**src/tgo_pkg.sv**
```systemverilog
// ----------------------------------------------------------------------------
// tgo_pkg
// Shared widths, operand codes and the multiply-accumulate term table for
// the triangle gradient operator block.
// ----------------------------------------------------------------------------
`default_nettype none

package tgo_pkg;

  localparam int CW            = 32;
  localparam int IDXW          = 16;
  localparam int ROWW          = 18;
  localparam int CNTW          = 16;
  localparam int MAX_TRIANGLES = 65536;
  localparam int EW            = CW + 1;
  localparam int OPW           = 68;
  localparam int CHUNK         = 17;
  localparam int NCHUNK        = 4;
  localparam int ACCW          = 140;
  localparam int DETW          = 134;
  localparam int NW            = 101;
  localparam int VW            = NW + 1;
  localparam int DW            = DETW + 1;
  localparam int QW            = 34;
  localparam int DVW           = DW + QW;
  localparam int NTERMS        = 22;
  localparam int AXIS_TERM     = 18;
  localparam int TERMW         = 5;

  typedef enum logic [3:0] {
    OP_E1X, OP_E1Y, OP_E1Z, OP_E2X, OP_E2Y, OP_E2Z, OP_E1K, OP_E2K,
    OP_G11, OP_G12, OP_G22, OP_CR0, OP_CR1, OP_CR2
  } opsel_t;

  typedef enum logic [3:0] {
    DST_NONE, DST_G11, DST_G12, DST_G22, DST_CR0, DST_CR1, DST_CR2,
    DST_DET, DST_N0, DST_N1
  } dst_t;

  typedef struct packed {
    opsel_t    a;
    opsel_t    b;
    logic      sub;
    logic      first;
    dst_t      dst;
  } term_t;

  typedef struct packed {
    logic       load;
    logic       mac;
    term_t      term;
    logic [1:0] chunk;
    logic [1:0] axis;
    logic       div_init;
    logic       div_step;
    logic [1:0] sel;
    logic       out_load;
  } cmd_t;

  function automatic term_t term_of(input logic [TERMW-1:0] idx);
    term_t t;
    case (idx)
      5'd0:    t = '{OP_E1X, OP_E1X, 1'b0, 1'b1, DST_NONE};
      5'd1:    t = '{OP_E1Y, OP_E1Y, 1'b0, 1'b0, DST_NONE};
      5'd2:    t = '{OP_E1Z, OP_E1Z, 1'b0, 1'b0, DST_G11};
      5'd3:    t = '{OP_E1X, OP_E2X, 1'b0, 1'b1, DST_NONE};
      5'd4:    t = '{OP_E1Y, OP_E2Y, 1'b0, 1'b0, DST_NONE};
      5'd5:    t = '{OP_E1Z, OP_E2Z, 1'b0, 1'b0, DST_G12};
      5'd6:    t = '{OP_E2X, OP_E2X, 1'b0, 1'b1, DST_NONE};
      5'd7:    t = '{OP_E2Y, OP_E2Y, 1'b0, 1'b0, DST_NONE};
      5'd8:    t = '{OP_E2Z, OP_E2Z, 1'b0, 1'b0, DST_G22};
      5'd9:    t = '{OP_E1Y, OP_E2Z, 1'b0, 1'b1, DST_NONE};
      5'd10:   t = '{OP_E1Z, OP_E2Y, 1'b1, 1'b0, DST_CR0};
      5'd11:   t = '{OP_E1Z, OP_E2X, 1'b0, 1'b1, DST_NONE};
      5'd12:   t = '{OP_E1X, OP_E2Z, 1'b1, 1'b0, DST_CR1};
      5'd13:   t = '{OP_E1X, OP_E2Y, 1'b0, 1'b1, DST_NONE};
      5'd14:   t = '{OP_E1Y, OP_E2X, 1'b1, 1'b0, DST_CR2};
      5'd15:   t = '{OP_CR0, OP_CR0, 1'b0, 1'b1, DST_NONE};
      5'd16:   t = '{OP_CR1, OP_CR1, 1'b0, 1'b0, DST_NONE};
      5'd17:   t = '{OP_CR2, OP_CR2, 1'b0, 1'b0, DST_DET};
      5'd18:   t = '{OP_G22, OP_E1K, 1'b0, 1'b1, DST_NONE};
      5'd19:   t = '{OP_G12, OP_E2K, 1'b1, 1'b0, DST_N0};
      5'd20:   t = '{OP_G11, OP_E2K, 1'b0, 1'b1, DST_NONE};
      5'd21:   t = '{OP_G12, OP_E1K, 1'b1, 1'b0, DST_N1};
      default: t = '{OP_E1X, OP_E1X, 1'b0, 1'b1, DST_NONE};
    endcase
    return t;
  endfunction

endpackage

`default_nettype wire

```
**src/tgo_ctrl.sv**
```systemverilog
// ----------------------------------------------------------------------------
// tgo_ctrl
// Sequencer: steps the multiply-accumulate term table, runs the divider
// once per coefficient and hands out each result word.
// ----------------------------------------------------------------------------
`default_nettype none

module tgo_ctrl (
  input  wire logic          clk,
  input  wire logic          rst,
  input  wire logic          in_valid,
  output logic               in_ready,
  output logic               out_valid,
  input  wire logic          out_ready,
  output tgo_pkg::cmd_t      cmd
);
  import tgo_pkg::*;

  typedef enum logic [2:0] {
    S_IDLE, S_MAC, S_DINIT, S_DIV, S_OUT, S_EMIT
  } state_t;

  state_t           state;
  logic [TERMW-1:0] term;
  logic [1:0]       chunk;
  logic [1:0]       axis;
  logic [1:0]       sel;
  logic [5:0]       cnt;

  assign in_ready = (state == S_IDLE);

  always_comb begin
    cmd          = '0;
    cmd.load     = in_valid && (state == S_IDLE);
    cmd.mac      = (state == S_MAC);
    cmd.term     = term_of(term);
    cmd.chunk    = chunk;
    cmd.axis     = axis;
    cmd.div_init = (state == S_DINIT);
    cmd.div_step = (state == S_DIV);
    cmd.sel      = sel;
    cmd.out_load = (state == S_OUT);
  end

  always_ff @(posedge clk) begin
    if (rst) begin
      state     <= S_IDLE;
      term      <= '0;
      chunk     <= '0;
      axis      <= '0;
      sel       <= '0;
      cnt       <= '0;
      out_valid <= 1'b0;
    end else begin
      case (state)
        S_IDLE: begin
          if (in_valid) begin
            state <= S_MAC;
            term  <= '0;
            chunk <= '0;
            axis  <= '0;
          end
        end
        S_MAC: begin
          chunk <= chunk + 2'd1;
          if (chunk == 2'(NCHUNK - 1)) begin
            if (term == TERMW'(NTERMS - 1)) begin
              state <= S_DINIT;
              sel   <= '0;
            end else begin
              term <= term + TERMW'(1);
            end
          end
        end
        S_DINIT: begin
          state <= S_DIV;
          cnt   <= 6'(QW - 1);
        end
        S_DIV: begin
          if (cnt == '0) begin
            state <= S_OUT;
          end else begin
            cnt <= cnt - 6'd1;
          end
        end
        S_OUT: begin
          state     <= S_EMIT;
          out_valid <= 1'b1;
        end
        S_EMIT: begin
          if (out_ready) begin
            out_valid <= 1'b0;
            if (sel == 2'd2) begin
              if (axis == 2'd2) begin
                state <= S_IDLE;
              end else begin
                axis  <= axis + 2'd1;
                term  <= TERMW'(AXIS_TERM);
                chunk <= '0;
                state <= S_MAC;
              end
            end else begin
              sel   <= sel + 2'd1;
              state <= S_DINIT;
            end
          end
        end
        default: state <= S_IDLE;
      endcase
    end
  end

`ifndef SYNTHESIS
  a_no_overlap: assert property (@(posedge clk) disable iff (rst)
    !(in_ready && out_valid))
    else $error("input taken while a word is pending");
  a_start: assert property (@(posedge clk) disable iff (rst)
    in_valid && in_ready |=> state == S_MAC && term == '0 && axis == '0)
    else $error("bad start of triangle sequence");
  a_term_range: assert property (@(posedge clk) disable iff (rst)
    state == S_MAC |-> term < TERMW'(NTERMS))
    else $error("term index out of table");
  a_hold: assert property (@(posedge clk) disable iff (rst)
    out_valid && !out_ready |=> out_valid && $stable(sel) && $stable(axis))
    else $error("word position moved under stall");
`endif

endmodule

`default_nettype wire

```
**config.mk**
```make
export PLATFORM = sky130hd
export DESIGN_NAME = tgo_ctrl
export DESIGN_NICKNAME = d
export VERILOG_FILES = /design/src/tgo_pkg.sv /design/src/tgo_ctrl.sv
export SDC_FILE = /design/constraint.sdc
export NUM_CORES = 1
export LEC_CHECK = 0
export BUFFER_PORTS_ARGS = -buffer_cell sky130_fd_sc_hd__clkbuf_2
export CAP_MARGIN = 15
export CORE_ASPECT_RATIO = 0.75
export CORE_MARGIN = 1
export CORE_UTILIZATION = 55
export DETAILED_ROUTE_END_ITERATION = 10
export PLACE_DENSITY_LB_ADDON = 0.2
export SLEW_MARGIN = 5
export SYNTH_ARGS = -nofsm -noshare
export SYNTH_HDL_FRONTEND = slang
export SYNTH_SLANG_ARGS = --single-unit
```
**constraint.sdc**
```tcl
create_clock -name clk -period 5.2 [get_ports clk]
set_clock_uncertainty 0.05 [all_clocks]
set_input_delay 1.04 -clock clk [delete_from_list [all_inputs] [get_ports clk]]
set_output_delay 1.04 -clock clk [all_outputs]
set_load 0.03 [all_outputs]
```
==> summary.md <==
| Metric | Value |
|---|---|
| Status | finished, final reports clean |
| Maximum buffer depth of the clock tree | 2 |
| Reg area | 701 sq um |
| RSZ-0062 raised after global routing | false |
| Grt ovf | 0 |
| Die area | 0.00409 sq mm |
| Yosys top cell area share | 33.2% |
| Max-cap violations | 0 |
| Worst-path clk slew | 0.07 ns |
| # clock sinks | 35 |
| Adder-cell share of the synthesized area | 10.1% |
| Largest family of logic cells by synthesized area | compound AO/OA/AOI/OAI gates |
| Clock root buffer | clkbuf_8 |
| Post-CTS setup buffers | 0 |
| Final setup viols | 0 |
| Rows | 19 |
| TritonCTS clock tree | built |
| Synth Cell Area | 0.00211 sq mm |
| Non-Filler Instances | 325 |
| Post-DR wirelength/cell | 14.7 um |
| Initial drt markers | 103 |
| Post-synthesis mux area share | 4.86% |
| Fill count | 331 |
| GP Congestion | 0.865 |
| IO Port Bufs | 30 |
| Max Used Layer | met4 |
| Ys Warns | 0 |
| Ys flop type | dfxtp_1 |
| Cts bufs inserted | 5 |
| Drt total wl | 4760 um |
| Vias post-DR | 1876 |
| Mean Syn Cell Area | 8.69 sq um |
| Multi-input combinational cell area | 0.00130 sq mm |
| Peak fanout along the critical path | 9 |
| Share of cells above drive strength 1 | 18.7% |
| Dpl hpwl | 3450 um |
| WS Path Type | in2reg |
| Async set-reset flop share out of synthesis | 0% |
| #FFs+latches synth | 35 |
| Number of flops mapped to enable cells by yosys | 0 |
| Hold Path Class | reg2reg |
| First-pass GRT wire length | 7880 um |
| Distinct cell type count after synthesis | 61 |
| GRT Util Overall | 25.2% |
| Pwr/cell area | 326 mW/mm^2 |
| Sequential share of the synthesized area | 33.2% |
| Top post-synthesis cells by count | 35 x dfxtp_1, 21 x a21oi_1, 17 x ha_1, 17 x nand2_1, 16 x inv_1 |
| Antenna violations before repair | 0 |
| Final slew viol count | 0 |
| Die W | 73.6 um |
| Initial core utilization | 57.7% |
| Worst-skew pair later-pin latency | 0.29 ns |
| DP Cell Count | 317 |
| Antenna viol nets, final | 0 |
| Max rail drop VDD | 0.000198 V |
| Syn nets | 264 |
| Post-Syn Instances | 243 |
| Wire length on met3 | 309 um |
| Cell taking the most area after synthesis | dfxtp_1 |
| Slew @ Worst Pin | 0.878 ns |
| Synth Area in XOR/XNOR | 2.49% |
| Vias in the first global route | 1622 |
| Fin Setup TNS | 0 ns |
| CP arrival | 3.89 ns |
| # DRC | 0 |
| Worst slew margin | 40.6% |
| DR vias/cell | 5.77 |
| Area contributors post-synth | dfxtp_1 33%, ha_1 10%, a21oi_1 5.0% |
| Final min period | 3.77 ns |
| M1 WL | 2560 um |
| H-tree Lvls | 2 |
| Core Util, Final | 65.7% |
| Die height | 55.7 um |
| Hold-fix buffers, CTS | 0 |
| Synth Area in Simple Gates | 21.7% |
| Synth Area in Compound Gates | 22.4% |
| CP endpoint kind | flop |
| Most numerous cell in the Yosys netlist | dfxtp_1 |
| CP required | 5.32 ns |
| Post-cts repair resize count | 0 |
| Hold Slack | 0.454 ns |
| Largest net degree at the start of global routing | 22 |
| CP startpoint kind | primary input |
| Fmax | 0.265 GHz |
| Final hold vios | 0 |
| IO Pins | 31 |
| Core area | 0.00366 sq mm |
| Final nets | 293 |
| Drt pass-1 iters | 4 |
| Leakage | 0.983 nW |
| P&R area growth vs syn | 13.8% |
| Part of the cycle the worst path needs | 72.5% |
| Pre-CTS setup slack | 1.18 ns |
| DR WL met2 | 1840 um |
| Setup WS post-layout | 1.43 ns |
| N_diodes | 0 |
## layout make-up
class / instances / area share, %
clock buffers: 6 / 3.44
flip-flops and latches: 35 / 29.2
inverters: 17 / 2.65
repair buffers: 31 / 6.56
clock inverters: 2 / 1.46
well taps: 52 / 2.71
multi-input cells: 182 / 54.0
## cell families after synthesis
logic type                 after synthesis
and+or+nand+nor                         81
AOI/OAI and AO/OA                       68
DFF                                     35
buffers and inverters                   26
adders and majority gates               17
muxes                                   10
xor gates and xnor gates                 6
## metal layers
metal,vias to the layer above,GRT usage (%)
li1,949,-
met1,855,40.9
met2,64,31.7
met3,8,5.62
met4,0,8.24
met5,-,0
## through the flow
stage	area [sq um]	power, mW
after global placement	2290	0.527
after detailed placement	2290	0.529
after global routing	2400	0.825
after CTS	2400	0.785
after floorplan	2110	0.476
final	2400	0.784
## worst paths after layout
| check | slack (ns) | startpoint | end | depth (start not counted) |
|---|---|---|---|---|
| min | 0.45 | out_valid$_SDFFE_PP0P_ | out_valid$_SDFFE_PP0P_ | 2 |
| max reg2reg | 1.58 | axis[0]$_SDFFE_PP0P_ | cmd[13]$_DFF_P_ | 11 |
| max | 1.43 | out_ready | cmd[13]$_DFF_P_ | 10 |
| min reg2reg | 0.45 | out_valid$_SDFFE_PP0P_ | out_valid$_SDFFE_PP0P_ | 2 |
## registers in the layout, summed over array words and instances, names as in the netlist
register and count:
cmd 14, cnt 6, term 5, state 3, axis 2, chunk 2
sel 2, out_valid 1
## power by group
group	internal, mW	switching (mW)
Sequential	0.289	0.0250
Clock	0.155	0.102
Combinational	0.0762	0.137
Total	0.520	0.264
## worst max-delay path, cell delays in order
cell and delay (ns):
clkbuf_2 0.11, nand4b_1 0.15, a21o_1 0.28, or4_1 0.59, a21oi_1 0.57, inv_1 0.29, ha_1 0.36, mux2_2 0.26
mux2i_1 0.16, a22oi_1 0.08
## layout by cell type, fill, tap and decap left out, types with 2 or more instances in the layout
cell type  count
or3_1          3
mux2_2         2
nor3b_1        2
nand2_1       17
xnor2_1        3
o21bai_1       2
nor2b_1        3
a211oi_1       2
and3_1         3
and3b_1        3
nand2b_1       3
a2111oi_0      2
or3b_2         2
o21ai_0        7
nand3b_1       2
nor3_1         8
clkbuf_2      30
mux2i_1        8
nor2_1        14
ha_1          17
a31oi_1        5
o31a_1         2
a21o_1         2
xor2_1         3
nand3_1        6
a21oi_1       21
a22oi_1        3
o211ai_1       3
o22ai_1        3
o2bb2ai_1      3
inv_1         16
clkbuf_8       6
dfxtp_1       35
and2_1         4
Power figures use the tool's default switching activity.
